--- src/rtl/swarq_pkg.sv ---
`timescale 1ns / 1ps
`default_nettype none

package swarq_pkg;

	// field widths
	localparam int TickBits   = 24;
	localparam int FragBits   = 16;
	localparam int TmoBits    = 29;
	localparam int RetryBits  = 9;
	localparam int LimitBits  = 8;
	localparam int CfgBits    = 29;
	localparam int CfgIdxBits = 2;

	localparam logic [TickBits-1:0]  TickMax    = {TickBits{1'b1}};
	localparam logic [TmoBits-1:0]   TimeoutMax = 29'd402653160;
	localparam logic [RetryBits-1:0] RetryMax   = {RetryBits{1'b1}};

	// register reset values
	localparam logic [FragBits-1:0]  TotalFragReset = 16'd1;
	localparam logic [TickBits-1:0]  InitRttReset   = '0;
	localparam logic [LimitBits-1:0] RetryLimReset  = 8'd32;
	localparam logic [TmoBits-1:0]   FirstTmoReset  = 29'd999999;

	// configuration register indexes
	typedef enum logic [CfgIdxBits-1:0] {
		CFG_TOTAL_FRAGMENTS = 2'd0,
		CFG_INITIAL_RTT     = 2'd1,
		CFG_RETRY_LIMIT     = 2'd2,
		CFG_FIRST_TIMEOUT   = 2'd3
	} cfg_idx_t;

	// request codes
	typedef enum logic [1:0] {
		REQ_START   = 2'd0,
		REQ_ACK     = 2'd1,
		REQ_TIMEOUT = 2'd2,
		REQ_UNUSED  = 2'd3
	} req_t;

	// result action codes
	typedef enum logic [1:0] {
		ACT_WAIT  = 2'd0,
		ACT_SEND  = 2'd1,
		ACT_FIN   = 2'd2,
		ACT_ABORT = 2'd3
	} act_t;

	// transfer phase, one-hot
	typedef enum logic [2:0] {
		PH_IDLE = 3'b001,
		PH_WAIT = 3'b010,
		PH_DONE = 3'b100
	} phase_t;

	// round-trip estimator pair
	typedef struct packed {
		logic [TickBits-1:0] est;
		logic [TickBits-1:0] dev;
	} rtt_state_t;

endpackage

`default_nettype wire

--- src/rtl/stop_wait_arq_sender_rtt.sv ---
`timescale 1ns / 1ps
`default_nettype none

// Stop-and-wait ARQ sender with an adaptive retransmit timeout.
// The request channel (in_valid / in_stall) takes one event: start, ack
// arrived or wait timed out, with the ack's fragment number and the ticks
// elapsed since the fragment went out. Every request gives exactly one
// result on the result channel (out_valid / out_stall): keep waiting, send
// a fragment, send fin or abort, with the fragment, the timeout to arm and
// the retry count.
// A request is registered on accept, and its result is registered in the
// result register once that register is free. The block takes one request
// per cycle unless the receiver stalls; the estimator update is one pass of
// constant multiplies and adds between the request and result registers.
// Reset loads the configuration defaults and leaves the transfer idle.
// While the receiver stalls, the result register holds; one more request
// is taken into the request register, then in_stall rises until the result
// is taken. Configuration is written through cfg_we / cfg_index / cfg_data;
// the user must do so only while the block is idle; it is not enforced.
module stop_wait_arq_sender_rtt
	import swarq_pkg::*;
(
	input  logic                   clk,
	input  logic                   arst_n,
	input  logic                   cfg_we,
	input  logic [CfgIdxBits-1:0]  cfg_index,
	input  logic [CfgBits-1:0]     cfg_data,
	input  logic                   in_valid,
	output logic                   in_stall,
	input  logic [1:0]             req_type,
	input  logic [FragBits-1:0]    ack_fragment,
	input  logic [TickBits-1:0]    elapsed_ticks,
	output logic                   out_valid,
	input  logic                   out_stall,
	output logic [1:0]             action,
	output logic [FragBits-1:0]    send_fragment,
	output logic [TmoBits-1:0]     timeout_ticks,
	output logic [RetryBits-1:0]   retries
);

	// configuration registers
	logic [FragBits-1:0]  total_frag_q;
	logic [TickBits-1:0]  init_rtt_q;
	logic [LimitBits-1:0] retry_lim_q;
	logic [TmoBits-1:0]   first_tmo_q;

	// transfer state
	phase_t               phase_q, phase_d;
	logic [FragBits-1:0]  frag_q, frag_d;
	logic [RetryBits-1:0] retry_q, retry_d;
	rtt_state_t           rtt_q, rtt_d;
	logic [TmoBits-1:0]   tmo_q, tmo_d;

	// request stage
	logic                 valid_s1;
	req_t                 req_s1;
	logic [FragBits-1:0]  ack_s1;
	logic [TickBits-1:0]  ticks_s1;

	// result register
	logic                 out_valid_q;
	act_t                 act_q, act_d;
	logic [FragBits-1:0]  ofrag_q, ofrag_d;
	logic [TmoBits-1:0]   otmo_q, otmo_d;
	logic [RetryBits-1:0] oretry_q, oretry_d;

	logic                 advance;
	rtt_state_t           rtt_upd;
	logic [TmoBits-1:0]   tmo_upd;
	logic [TickBits:0]    seed_x2;
	logic [RetryBits-1:0] retry_inc;

	// handshake
	assign advance  = valid_s1 && (!out_valid_q || !out_stall);
	assign in_stall = valid_s1 && !advance;

	// configuration writes
	always_ff @(posedge clk or negedge arst_n) begin
		if (!arst_n) begin
			total_frag_q <= TotalFragReset;
			init_rtt_q   <= InitRttReset;
			retry_lim_q  <= RetryLimReset;
			first_tmo_q  <= FirstTmoReset;
		end else if (cfg_we) begin
			unique case (cfg_idx_t'(cfg_index))
				CFG_TOTAL_FRAGMENTS: total_frag_q <= cfg_data[FragBits-1:0];
				CFG_INITIAL_RTT:     init_rtt_q   <= cfg_data[TickBits-1:0];
				CFG_RETRY_LIMIT:     retry_lim_q  <= cfg_data[LimitBits-1:0];
				CFG_FIRST_TIMEOUT:   first_tmo_q  <= cfg_data[TmoBits-1:0];
			endcase
		end
	end

	// request register
	always_ff @(posedge clk or negedge arst_n) begin
		if (!arst_n) begin
			valid_s1 <= 1'b0;
		end else if (!in_stall) begin
			valid_s1 <= in_valid;
		end
	end

	always_ff @(posedge clk) begin
		if (in_valid && !in_stall) begin
			req_s1   <= req_t'(req_type);
			ack_s1   <= ack_fragment;
			ticks_s1 <= elapsed_ticks;
		end
	end

	// estimator update
	swarq_rtt u_rtt (
		.cur     (rtt_q),
		.sample  (ticks_s1),
		.nxt     (rtt_upd),
		.timeout (tmo_upd)
	);

	assign seed_x2   = {init_rtt_q, 1'b0};
	assign retry_inc = (retry_q < RetryMax) ? retry_q + RetryBits'(1) : retry_q;

	// next state and result for the request in stage one
	always_comb begin
		phase_d  = phase_q;
		frag_d   = frag_q;
		retry_d  = retry_q;
		rtt_d    = rtt_q;
		tmo_d    = tmo_q;
		act_d    = ACT_WAIT;
		ofrag_d  = frag_q;
		otmo_d   = tmo_q;
		oretry_d = retry_q;
		priority if (req_s1 == REQ_START) begin
			retry_d   = '0;
			rtt_d.est = seed_x2[TickBits] ? TickMax : seed_x2[TickBits-1:0];
			rtt_d.dev = init_rtt_q;
			tmo_d     = first_tmo_q;
			otmo_d    = first_tmo_q;
			oretry_d  = '0;
			if (total_frag_q == '0) begin
				frag_d  = '0;
				phase_d = PH_DONE;
				act_d   = ACT_FIN;
				ofrag_d = '0;
			end else begin
				frag_d  = FragBits'(1);
				phase_d = PH_WAIT;
				act_d   = ACT_SEND;
				ofrag_d = FragBits'(1);
			end
		end else if (phase_q == PH_WAIT && req_s1 == REQ_ACK && ack_s1 == frag_q) begin
			rtt_d    = rtt_upd;
			tmo_d    = tmo_upd;
			otmo_d   = tmo_upd;
			retry_d  = '0;
			oretry_d = '0;
			if (frag_q >= total_frag_q) begin
				frag_d  = '0;
				phase_d = PH_DONE;
				act_d   = ACT_FIN;
				ofrag_d = '0;
			end else begin
				frag_d  = frag_q + FragBits'(1);
				act_d   = ACT_SEND;
				ofrag_d = frag_q + FragBits'(1);
			end
		end else if (phase_q == PH_WAIT && req_s1 == REQ_TIMEOUT) begin
			retry_d  = retry_inc;
			oretry_d = retry_inc;
			if (retry_inc > RetryBits'(retry_lim_q)) begin
				// give up: estimators stay as they are
				phase_d = PH_DONE;
				act_d   = ACT_ABORT;
			end else begin
				rtt_d  = rtt_upd;
				tmo_d  = tmo_upd;
				otmo_d = tmo_upd;
				act_d  = ACT_SEND;
			end
		end else begin
			// keep waiting: state and result take the defaults above
		end
	end

	// transfer state registers
	always_ff @(posedge clk or negedge arst_n) begin
		if (!arst_n) begin
			phase_q <= PH_IDLE;
			frag_q  <= '0;
			retry_q <= '0;
			rtt_q   <= '0;
			tmo_q   <= '0;
		end else if (advance) begin
			phase_q <= phase_d;
			frag_q  <= frag_d;
			retry_q <= retry_d;
			rtt_q   <= rtt_d;
			tmo_q   <= tmo_d;
		end
	end

	// result register
	always_ff @(posedge clk or negedge arst_n) begin
		if (!arst_n) begin
			out_valid_q <= 1'b0;
		end else if (!out_valid_q || !out_stall) begin
			out_valid_q <= valid_s1;
		end
	end

	always_ff @(posedge clk) begin
		if (advance) begin
			act_q    <= act_d;
			ofrag_q  <= ofrag_d;
			otmo_q   <= otmo_d;
			oretry_q <= oretry_d;
		end
	end

	assign out_valid     = out_valid_q;
	assign action        = act_q;
	assign send_fragment = ofrag_q;
	assign timeout_ticks = otmo_q;
	assign retries       = oretry_q;

endmodule

`default_nettype wire

--- src/rtl/swarq_rtt.sv ---
`timescale 1ns / 1ps
`default_nettype none

module swarq_rtt
	import swarq_pkg::*;
(
	input  rtt_state_t          cur,
	input  logic [TickBits-1:0] sample,
	output rtt_state_t          nxt,
	output logic [TmoBits-1:0]  timeout
);

	logic [TickBits+2:0] est_x7;
	logic [TickBits:0]   est_sum;
	logic [TickBits-1:0] est_new;
	logic [TickBits-1:0] diff;
	logic [TickBits+1:0] dev_x3;
	logic [TickBits:0]   dev_sum;
	logic [TickBits-1:0] dev_new;
	logic [TmoBits:0]    tmo_sum;

	// est = 7/8 est + s/8, saturated
	always_comb begin
		est_x7  = {3'b000, cur.est} * (TickBits+3)'(7);
		est_sum = {1'b0, est_x7[TickBits+2:3]} + {4'b0000, sample[TickBits-1:3]};
		est_new = est_sum[TickBits] ? TickMax : est_sum[TickBits-1:0];
	end

	// dev = 3/4 dev + |est - s|/4, against the new est
	always_comb begin
		diff    = (est_new > sample) ? (est_new - sample) : (sample - est_new);
		dev_x3  = {2'b00, cur.dev} * (TickBits+2)'(3);
		dev_sum = {1'b0, dev_x3[TickBits+1:2]} + {3'b000, diff[TickBits-1:2]};
		dev_new = dev_sum[TickBits] ? TickMax : dev_sum[TickBits-1:0];
	end

	// timeout = 20 est + 4 dev, saturated
	always_comb begin
		tmo_sum = (TmoBits+1)'({est_new, 4'b0000})
			+ (TmoBits+1)'({est_new, 2'b00})
			+ (TmoBits+1)'({dev_new, 2'b00});
		timeout = (tmo_sum > (TmoBits+1)'(TimeoutMax)) ? TimeoutMax
			: tmo_sum[TmoBits-1:0];
	end

	assign nxt.est = est_new;
	assign nxt.dev = dev_new;

endmodule

`default_nettype wire

--- config.mk ---
export PLATFORM = sky130hd
export DESIGN_NAME = stop_wait_arq_sender_rtt
export DESIGN_NICKNAME = d
export VERILOG_FILES = /design/src/rtl/swarq_pkg.sv /design/src/rtl/stop_wait_arq_sender_rtt.sv /design/src/rtl/swarq_rtt.sv
export SDC_FILE = /design/constraint.sdc
export NUM_CORES = 1
export LEC_CHECK = 0
export BUFFER_PORTS_ARGS = -buffer_cell sky130_fd_sc_hd__buf_2
export CELL_PAD_IN_SITES_DETAIL_PLACEMENT = 1
export CELL_PAD_IN_SITES_GLOBAL_PLACEMENT = 1
export CORE_ASPECT_RATIO = 1.25
export CORE_MARGIN = 4
export CORE_UTILIZATION = 49
export DETAILED_ROUTE_END_ITERATION = 10
export GPL_ROUTABILITY_DRIVEN = 0
export GPL_TIMING_DRIVEN = 0
export PLACE_DENSITY = 0.91
export REMOVE_ABC_BUFFERS = 1
export SETUP_SLACK_MARGIN = 0.5
export SYNTH_ARGS = -nofsm -noshare
export SYNTH_HDL_FRONTEND = slang
export SYNTH_SLANG_ARGS = --single-unit
--- constraint.sdc ---
create_clock -name clk -period 20.3 [get_ports clk]
set_input_delay 3.045 -clock clk [delete_from_list [all_inputs] [get_ports clk]]
set_output_delay 3.045 -clock clk [all_outputs]
set_load 0.02 [all_outputs]
---- After elaboration in Yosys (flattened, before gate mapping) ----
Index checks and enable logic that the tools add are counted.
operators by class
  order comparisons ....................... 5
  muxes and demuxes ....................... 33
  multipliers ............................. 2
  add/subtract/negate cells ............... 8
  eq/ne operators ......................... 9
  reduce and logical (&&, ||, !) cells .... 22
operators with widths
  operator                                              count
  two-way mux 48 bit                                    4
  two-way mux 29 bit                                    5
  two-way mux 24 bit                                    4
  two-way mux 16 bit                                    3
  subtractor 24 bit                                     2
  two-way mux 9 bit                                     4
  adder 30 x 26 -> 30 bit                               1
  > comparator 30 x 29 -> 1 bit, second input constant  1
  adder 28 x 26 -> 29 bit                               1
  multiplier 24 x 3 -> 27 bit, second input constant    1
  multiplier 24 x 2 -> 26 bit, second input constant    1
  adder 24 x 21 -> 25 bit                               1
  adder 24 x 22 -> 25 bit                               1
  > comparator 24 bit                                   1
  two-way mux 3 bit                                     6
  adder 16 x 1 -> 16 bit, second input constant         1
  == test 16 bit                                        1
  >= comparator 16 bit                                  1
  logical NOT 16 bit                                    1
  two-way mux 2 bit                                     6
  adder 9 x 1 -> 9 bit, second input constant           1
  > comparator 9 x 8 -> 1 bit                           1
  < comparator 9 bit, second input constant             1
  AND reduction 2 bit                                   4
  13 further kinds                                      26
storage, ports and cells
  input port bits ......................... 78
  output and inout port bits .............. 58
  logic and storage cells ................. 98
  register bits after elaboration ......... 282

---- Logic depth before layout (Yosys ltp) ----
Gate-level depths: netlist of the first run.
  depth in word-level cells ............... 14
  depth in mapped cells ................... 66
  mapped depth without buffers ............ 62

---- By module ----
A second synthesis of the first run with hierarchy kept.
second synthesis, totals
  cell total of the unflattened synthesis .. 2445
  area total of the unflattened synthesis .. 22416.5 sq um
modules (own cells, without submodules)
  module                    area each (sq um)  seq. area each (sq um)  times used  cells an instance
  stop_wait_arq_sender_rtt  12698.4            7566.0                  1           1126
  swarq_rtt                 9718.1             0.0                     1           1319

---- Worst setup path after synthesis of the first run ----
No wires, ideal clock.
  path type ............................... flip-flop to flip-flop
  from .................................... reg rtt_q[25] in the netlist's numbering
  to ...................................... reg otmo_q[2] (netlist: timeout_ticks[2]) (data pin)
  stages on the path, launching flop included .. 65
  path buffers ............................ 5
  clock period less this slack ............ 14218 ps
  data required time ...................... 20040 ps
  data arrival time ....................... 13958 ps
  setup slack ............................. 6082 ps
  cells stage by stage .................... dfrtp_1 -> fa_1 -> and2_1 -> fa_1 -> a211oi_1 -> o21ai_0 -> a41oi_1 -> o21ai_0 -> a21oi_1 -> nor2b_1 -> o21ai_0 -> nand2b_1 -> a21oi_1 -> xnor2_1 -> ha_1 -> and4_1 -> a311o_1 -> a21boi_0 -> (+29 left out) -> nand2_1 -> ha_1 -> nor2b_1 -> o31a_1 -> o21bai_1 -> nand3b_1 -> a211o_1 -> nor4_1 -> a21oi_1 -> xnor2_1 -> or4_1 -> nor3_1 -> nand4bb_1 -> or4_1 -> o22ai_2 -> buf_6 -> nand3b_1 -> nand3_1
between the ends
  word-level cells in the longest chain between the ends .. 14
  elaborated cells on any way between the ends .. 17
  classes of those cells .................. add/sub: 6; mul: 1; order compare: 2; mux: 8
RTL lines
  item                                                             line                             source
  start, declared                                                  stop_wait_arq_sender_rtt.sv:51   rtt_state_t rtt_q, rtt_d;
  start signal, assigned                                           stop_wait_arq_sender_rtt.sv:197  rtt_q <= rtt_d;
  multiplier 24 x 3 -> 27 bit (*)                                  swarq_rtt.sv:24                  est_x7 = {3'b000, cur.est} * (TickBits+3)'(7);
  adder 24 x 21 -> 25 bit (*)                                      swarq_rtt.sv:25                  est_sum = {1'b0, est_x7[TickBits+2:3]} + {4'b0000, sample[TickBits-1:3]};
  two-way mux 24 bit (*)                                           swarq_rtt.sv:26                  est_new = est_sum[TickBits] ? TickMax : est_sum[TickBits-1:0];
  subtractor 24 bit / > comparator 24 bit (equally long branches)  swarq_rtt.sv:31                  diff = (est_new > sample) ? (est_new - sample) : (sample - est_new);
  two-way mux 24 bit                                               swarq_rtt.sv:31
  adder 24 x 22 -> 25 bit                                          swarq_rtt.sv:33                  dev_sum = {1'b0, dev_x3[TickBits+1:2]} + {3'b000, diff[TickBits-1:2]};
  two-way mux 24 bit                                               swarq_rtt.sv:34                  dev_new = dev_sum[TickBits] ? TickMax : dev_sum[TickBits-1:0];
  adder 30 x 26 -> 30 bit (*)                                      swarq_rtt.sv:41                  + (TmoBits+1)'({dev_new, 2'b00});
  > comparator 30 x 29 -> 1 bit                                    swarq_rtt.sv:42                  timeout = (tmo_sum > (TmoBits+1)'(TimeoutMax)) ? TimeoutMax
  two-way mux 29 bit (*)                                           swarq_rtt.sv:42
  two-way mux 29 bit (2 in a row)                                  -
  two-way mux 29 bit (*) (2 in a row)                              -
  net otmo_d[2]                                                    stop_wait_arq_sender_rtt.sv:64   logic [TmoBits-1:0] otmo_q, otmo_d;
  end signal, assigned                                             stop_wait_arq_sender_rtt.sv:215  otmo_q <= otmo_d;
  end, declared                                                    stop_wait_arq_sender_rtt.sv:64
Mark *: on every way through the listed nets, which the timed path passes. The rest lies on a longest branch.
A chain may end at the register's enable or synchronous reset.

---- Worst setup path in the final report of the first run ----
  from .................................... reg rtt_q[25] in the netlist's numbering
  to ...................................... reg otmo_q[22] (netlist: timeout_ticks[22]) (data pin)
Same word-level chain as after synthesis.

==> results by stage, run 1 <==
Synth:
- The synthesized netlist contains 87 unique library cells.
- The number of flops mapped to enable cells by yosys is 98.
- After synthesis, flip-flops and latches occupy 33.58% of the total area.
- The number of instances in the synthesized netlist is 2479.
- Summing the areas of all xor and xnor instances in the mapped netlist gives 6.997% of the synthesized area.
- For this run, the number of Yosys warnings is 0.
- In the synthesized netlist the dominant register cell turns out to be dfrtp_1.
- Dividing the synthesized area by the synthesized cell count gives 9.089 um^2.
- The simple-gate share of the synthesized area is 14.06%.
- After synthesis, the largest family of logic cells by area is compound AO/OA/AOI/OAI gates.
- Summing the areas of all compound-gate instances in the mapped netlist gives 22.58% of the synthesized area.
- The multiplexer fraction of the synthesized cell area is 4.798%.
- The share of synthesized flip-flops with an asynchronous set or reset is 65.25%.
- The synthesized flop and latch total is 282.
- The adder-cell share of the synthesized area is 14.16%.
- The cell area after technology mapping is 0.02253 mm^2.

Global route:
- The via count of the first global-routing pass was 22.99k.
- Entering global routing, the biggest net connects 113 pins.
- The initial antenna violation count is 1.
- Global routing used 32.08% of the available tracks.
- Summed over all layers, the global routing overflow is 0.
- The first global-routing pass estimated 126000 um of wire.

Run:
- The count of maximum capacitance violations is 0.

Timing:
- The period utilization is 91.80%.
- Setup violations remaining at the end of the flow were counted as 0.
- For this run, the top clock speed supported by timing is 53.66 MHz.
- The clock period minus worst slack is 18.64 ns.
- For the final routed database, the setup TNS stands at 0 ns.
- Setup repair after global routing left no endpoint under its margin.
- The final setup skew is 0.02122 ns.
- The final hold violation count came to 0.
- The number of max-slew violations in the final report came to 0.
- The max-slew headroom at the worst pin is 17.27%.
- At the pin with the least slew margin, the transition time is 1.225 ns.

Critical path:
- The data arrival time of the critical path is 19.06 ns.
- STA classifies the critical path startpoint as a flip-flop.
- For the worst setup path, the data required time is 20.72 ns.
- The element type at the critical path end is a flip-flop.
- In this design, the stage delay of the slowest critical-path cell is 0.67 ns.
- Along the worst path, the maximum fanout reaches 32.
- The slowest cell on the critical path is o41ai_1.
- The critical path class is flip-flop to flip-flop.
- The most repeated library cell on the critical path is a21oi_1.

Routing:
- In this run the remaining antenna-violating nets after routing total 0.
- In this run, the number of DRC markers left after iteration 0 of detailed routing was 1420.
- After detailed routing, the total wire length is 81220 um.
- The first TritonRoute pass finished after 7 iterations.
- In the routed layout, each cell is associated on average with a via count of 6.603.
- The detail-routed net length per standard cell is 25.64 um.
- The routed layout has 20.92k vias.
- The remaining design rule violation count is 0.

Die:
- The starting utilization of the core area is 49.76%.
- The horizontal die dimension is 199.8 um.
- The total area inside the core boundary comes to 0.04528 mm^2.
- After floorplanning, the core was divided into 87 placement rows.
- Pin placement for this block handled 136 I/O pins.
- The die covers 0.04950 mm^2.
- The die boundary height is 247.7 um.

Finish:
- The area taken by flip-flops and latches is 0.007566 mm^2.
- The total number of nets in the final design is 2879.
- In the layout the commonest cells are 238 x nand2_1, 224 x a21oi_1, 207 x ha_1.
- The filler cell count in the final layout is 5239.
- The leading cell type in the layout, fill and taps excluded is nand2_1.
- The layout overhead on the synthesized area is 10.76%.
- Cells fill 55.11% of the core in the end.
- The area of the multi-input gates is 0.01417 mm^2.
- The fraction of final layout cells sized beyond drive strength 1 is 12.47%.
- The number of diodes added for antenna fixing is 0.

Clock network:
- The TritonCTS sink count is 282.
- The CTS buffer count is 31.
- TritonCTS built the clock tree.
- The H-tree depth is 1.
- The number of buffers on the longest clock path is 3.
- In this run the post-CTS setup repair buffer count came out at 0.
- Clock latency on the worst-skew pair, taken at its later pin, is 0.63 ns.
- The clock transition time at the flip-flop clock pins of the worst setup and hold paths is 0.06 ns.
- The tree is rooted in a clkbuf_16.

Worst hold path:
- In this run the worst hold path is classified as flip-flop to flip-flop.

Outcome:
- The run finished with clean final reports.

Placement:
- In this run the tool buffered the top-level ports with 135 buffer cells.
- The sum of net half-perimeters after detailed placement is 59210 um.
-- repair_timing --
action	in CTS	in global routing
setup endpoints to repair	14	54
resized for setup	1	6
hold buffers	0	0
-- cell usage after synthesis, types with 37 or more instances --
cell / number / share of area (%)
clkbuf_1: 83 / 1.4
inv_1: 134 / 2.2
nand3_1: 50 / 1.1
a21o_1: 77 / 2.6
mux2_2: 72 / 3.6
xor2_1: 40 / 1.6
nor2_1: 158 / 2.6
ha_1: 207 / 11
a21oi_1: 224 / 5.0
o22ai_1: 38 / 1.1
nand4_1: 37 / 1.0
xnor2_1: 140 / 5.4
nand2_1: 240 / 4.0
o21ai_0: 153 / 3.4
edfxtp_1: 98 / 13
dfrtp_1: 169 / 19
-- worst paths after layout --
path                           start  slack (ns)                end  depth (start not counted)
setup / recovery           rtt_q[25]        1.66  timeout_ticks[22]                         62
hold / removal             tmo_q[25]        0.51          tmo_q[25]                          1
setup reg to reg           rtt_q[25]        1.66  timeout_ticks[22]                         62
hold reg to reg            tmo_q[25]        0.51          tmo_q[25]                          1
max in group asynchronous     arst_n       16.78          rtt_q[20]                          2
min in group asynchronous     arst_n        2.37          rtt_q[32]                          1
-- metal layers --
metal	vias up	GRT usage (%)	share of wire (%)
met3	417	4.766	5.2
met1	10330	34.92	36
met2	884	55.63	49
li1	9287	-	-
met5	-	0	0
met4	0	24.84	9.5
-- layout make-up --
class	instances	area share (%)
inverters	135	2.041
multi-input cells	1971	56.77
clock inverters	16	0.7420
well taps	578	2.898
flip-flops and latches	282	30.32
repair buffers	144	3.585
clock buffers	42	3.650
-- per-stage QoR --
| step | instances | area (um^2) | hold WS (ns) | worst slack, ns |
|---|---|---|---|---|
| global route | 3168 | 24960 | 0.5148 | 0.5918 |
| floorplan | 2388 | 22180 | 0.4466 | 5.669 |
| CTS | 3167 | 24910 | 0.5068 | 0.5345 |
| global placement | 3101 | 23580 | 0.4603 | 1.528 |
| finish | 3168 | 24960 | 0.5076 | 1.665 |
| detailed placement | 3109 | 23810 | 0.4931 | 0.9393 |
-- state kept, by name (all words and copies together) (netlist names), 16 cells and up --
| signal | cells |
|---|---|
| total_frag_q | 16 |
| send_fragment | 16 |
| frag_q | 16 |
| first_tmo_q | 29 |
| timeout_ticks | 29 |
| init_rtt_q | 24 |
| ticks_s1 | 24 |
| tmo_q | 29 |
| ack_s1 | 16 |
| rtt_q | 48 |
-- worst max-delay path, delay by kind of cell (launching register included) --
kind | cells | cell delay, ns
buf+inv | 1 | 0.08
xor+xnor | 3 | 0.54
mux | 1 | 0.29
compound gates | 33 | 9.64
flops | 1 | 0.48
fa+ha+maj | 7 | 2.74
simple gates | 17 | 4.60
-- cells by family after synthesis --
kind of cell | Yosys count
muxes | 99
xor gates and xnor gates | 180
adders and majority gates | 238
and+or+nand+nor | 673
DFF | 282
buffers and inverters | 226
AOI/OAI and AO/OA | 781
Power of run 1 is left out: the tool's default activity adds up to more than one toggle a clock period on the data nets, which glitch-free logic cannot reach.
==> run 2, diff against run 1 <==
--- a/config.mk
+++ b/config.mk
@@ -15,7 +15,6 @@
 export GPL_ROUTABILITY_DRIVEN = 0
 export GPL_TIMING_DRIVEN = 0
 export PLACE_DENSITY = 0.91
-export REMOVE_ABC_BUFFERS = 1
 export SETUP_SLACK_MARGIN = 0.5
 export SYNTH_ARGS = -nofsm -noshare
 export SYNTH_HDL_FRONTEND = slang
==> run 2 against run 1 <==
First-iteration DRC count rose by 47%. Flip-flop and latch count did not move. Count of clock-buffer cells in the layout rose by 2. Maximum frequency fell by 1.3%. Design area rose by 0.47%. Worst setup slack got worse by 0.25 ns. Utilization rose by 0.26 points. Critical endpoint is now timeout_ticks[14]. Via count rose by 6.3%. Die area did not move. Register-to-register slack got worse by 0.25 ns.
==> results by stage, run 2 (synthesis gave the netlist of run 1 again) <==
Outcome:
- Status: complete, no violations (unchanged).

Clock network:
- The clock latency on the worst-skew pair was 0.61 ns (was 0.63 ns).
- The clock transition time at the flip-flop clock pins of the worst setup and hold paths was 0.07 ns (was 0.06 ns).
- The quantity of hold-fixing buffers added after cts was 0 (unchanged).
- The TritonCTS sink count is 282 (unchanged).
- The setup fix buffers added after clock tree synthesis is 0 (unchanged).
- The H-tree depth came to 1 (unchanged).
- The number of buffers on the longest clock path is 3 (unchanged).
- The post-cts resize count is 0 (was 1).
- The buffer cell driving the clock tree root is clkbuf_16 (unchanged).
- The TritonCTS clock tree is done (unchanged).
- The CTS buffer count is 30 (was 31).

Critical path:
- The largest fanout on the critical path is 10 (was 32).
- The element type at the critical path end is a flip-flop (unchanged).
- The cell type group with the largest total delay on the critical path is compound AO/OA/AOI/OAI gates (unchanged).
- The biggest cell delay along the critical path is 0.60 ns (was 0.67 ns).
- The critical path class is flip-flop to flip-flop (unchanged).
- The most repeated library cell on the critical path is a21oi_1 (unchanged).
- The category of the worst setup path launch point is a flip-flop (unchanged).
- The data arrival time of the critical path is 19.27 ns (was 19.06 ns).
- The number of buffer and inverter stages on the critical path is 7 (was 1).
- The data required time of the worst path is 20.68 ns (was 20.72 ns).
- The slowest cell on the critical path is clkbuf_1 (was o41ai_1).

Finish:
- The leading cell type in the layout, fill and taps excluded is nand2_1 (unchanged).
- The final non-filler cell area was 0.02507 mm^2 (was 0.02496 mm^2).
- The largest register by flop count is rtt_q (unchanged).
- The fraction of final layout cells sized beyond drive strength 1 is 11.56% (was 12.47%).
- The number of flip-flops in the largest register came to 48 (unchanged).
- The layout overhead on the synthesized area is 11.27% (was 10.76%).
- The total number of nets in the final design is 2962 (was 2879).
- Most used cells in the layout excluding fill and tap cells: 240 x nand2_1, 224 x a21oi_1, 207 x ha_1 (was 238 x nand2_1, 224 x a21oi_1, 207 x ha_1).

Global route:
- The global-route wire length before repair is 142200 um (was 126000 um).
- The via count of the first global-routing pass came to 24.08k (was 22.99k).
- The largest net degree at the start of global routing is 123 (was 113).
- The overall track demand over capacity in global routing is 37.13% (was 32.08%).
- The initial antenna violation count is 3 (was 1).
- The aggregate global routing overflow is 0 (unchanged).

Routing:
- The detail-routed via count per cell came to 6.842 (was 6.603).
- The vias after detailed routing is 22.24k (was 20.92k).
- The detail-routed net length per standard cell is 28.85 um (was 25.64 um).
- The number of iterations in the first detailed-routing pass is 7 (unchanged).
- The number of violations reported at the end of detailed-routing iteration 0 is 2085 (was 1420).
- The wire length after detailed routing was 93780 um (was 81220 um).
- The remaining design rule violation count is 0 (unchanged).
- The remaining number of nets flagged by the antenna check after routing was 0 (unchanged).

Worst hold path:
- The worst hold-check path type is flip-flop to flip-flop (unchanged).

Timing:
- The highest achievable clock rate is 52.94 MHz (was 53.66 MHz).
- The period utilization was 93.05% (was 91.80%).
- The final hold violation count came to 0 (unchanged).
- The worst-case hold slack came to 0.4872 ns (was 0.5076 ns).
- Setup repair after global routing missed its margin: no (unchanged).
- The max-slew headroom at the worst pin is 14.37% (was 17.27%).
- The number of failing setup endpoints in the final timing report was 0 (unchanged).
- The final setup skew is 0.03310 ns (was 0.02122 ns).
- The clock period minus worst slack is 18.89 ns (was 18.64 ns).
- The number of max-slew violations in the final report is 0 (unchanged).
- The transition time of the tightest slew-check pin is 1.249 ns (was 1.225 ns).
- The final-layout setup total negative slack came to 0 ns (unchanged).

Placement:
- The number of buffers inserted by port buffering came to 135 (unchanged).
- The sum of net half-perimeters after detailed placement is 67950 um (was 59210 um).
- The placement-stage cell area is 0.02400 mm^2 (was 0.02381 mm^2).

Die:
- The number of I/O pins was 136 (unchanged).
- The count of standard-cell rows came to 87 (unchanged).
- The starting utilization of the core area is 49.76% (unchanged).
- The core area is 0.04528 mm^2 (unchanged).
- The die boundary height is 247.7 um (unchanged).
- The horizontal die dimension is 199.8 um (unchanged).
- The die outline area is 0.04950 mm^2 (unchanged).

Synth:
- The synthesized netlist net count is 2793.

Run:
- The count of maximum capacitance violations was 0 (unchanged).
-- run 2: cell count changes in the layout (fill, tap and decap cells not counted), sizes merged --
cell / delta
bufinv: -1
clkbuf: +85
buf: +1
clkinvlp: -4
diode: +1
inv: +1
-- run 2: worst register-to-register path: cells and delay by family, from the launching register on --
kind / cells / cell delay [ns]
AOI/OAI and AO/OA: 28 / 7.51
xor gates and xnor gates: 3 / 0.55
adders and majority gates: 7 / 2.69
buffers and inverters: 7 / 2.81
DFF: 1 / 0.50
muxes: 1 / 0.26
and+or+nand+nor: 17 / 4.33
-- run 2: layer usage --
| layer | up-vias | GRT usage [%] | routed length, um |
|---|---|---|---|
| li1 | 9452 | - | - |
| met1 | 10890 | 40.88 | 32520 |
| met2 | 1343 | 61.77 | 44010 |
| met3 | 549 | 6.490 | 7085 |
| met4 | 6 | 31.55 | 10130 |
| met5 | - | 0 | 40 |
-- run 2: worst paths after layout --
| path | from | end | slack (ns) | depth (start not counted) |
|---|---|---|---|---|
| setup / recovery | rtt_q[26] | timeout_ticks[14] | 1.41 | 63 |
| hold / removal | tmo_q[28] | tmo_q[28] | 0.49 | 2 |
| setup reg to reg | rtt_q[26] | timeout_ticks[14] | 1.41 | 63 |
| hold reg to reg | tmo_q[28] | tmo_q[28] | 0.49 | 2 |
| max in group asynchronous | arst_n | out_valid | 16.87 | 2 |
| min in group asynchronous | arst_n | retry_q[6] | 2.40 | 1 |
-- run 2: cell type report --
type	count	area [um^2]
Sequential cell	282	7566
Antenna cell	1	2.502
Clock inverter	12	131.4
Timing Repair Buffer	137	740.7
Buffer	91	359.1
Clock buffer	44	937.1
Fill cell	5206	20210
Multi-Input combinational cell	1971	14100
Tap cell	578	723.2
Inverter	135	506.7
-- run 2: metrics by stage --
step	setup slack, ns	util [%]	instances
2_1_floorplan	6.082	-	2479
3_3_place_gp	2.593	52.85	3192
3_5_place_dp	2.161	53.00	3194
4_1_cts	1.690	55.36	3250
5_1_grt	0.6400	55.36	3250
6_report	1.411	55.37	3251
Power of run 2 is left out for the same reason.
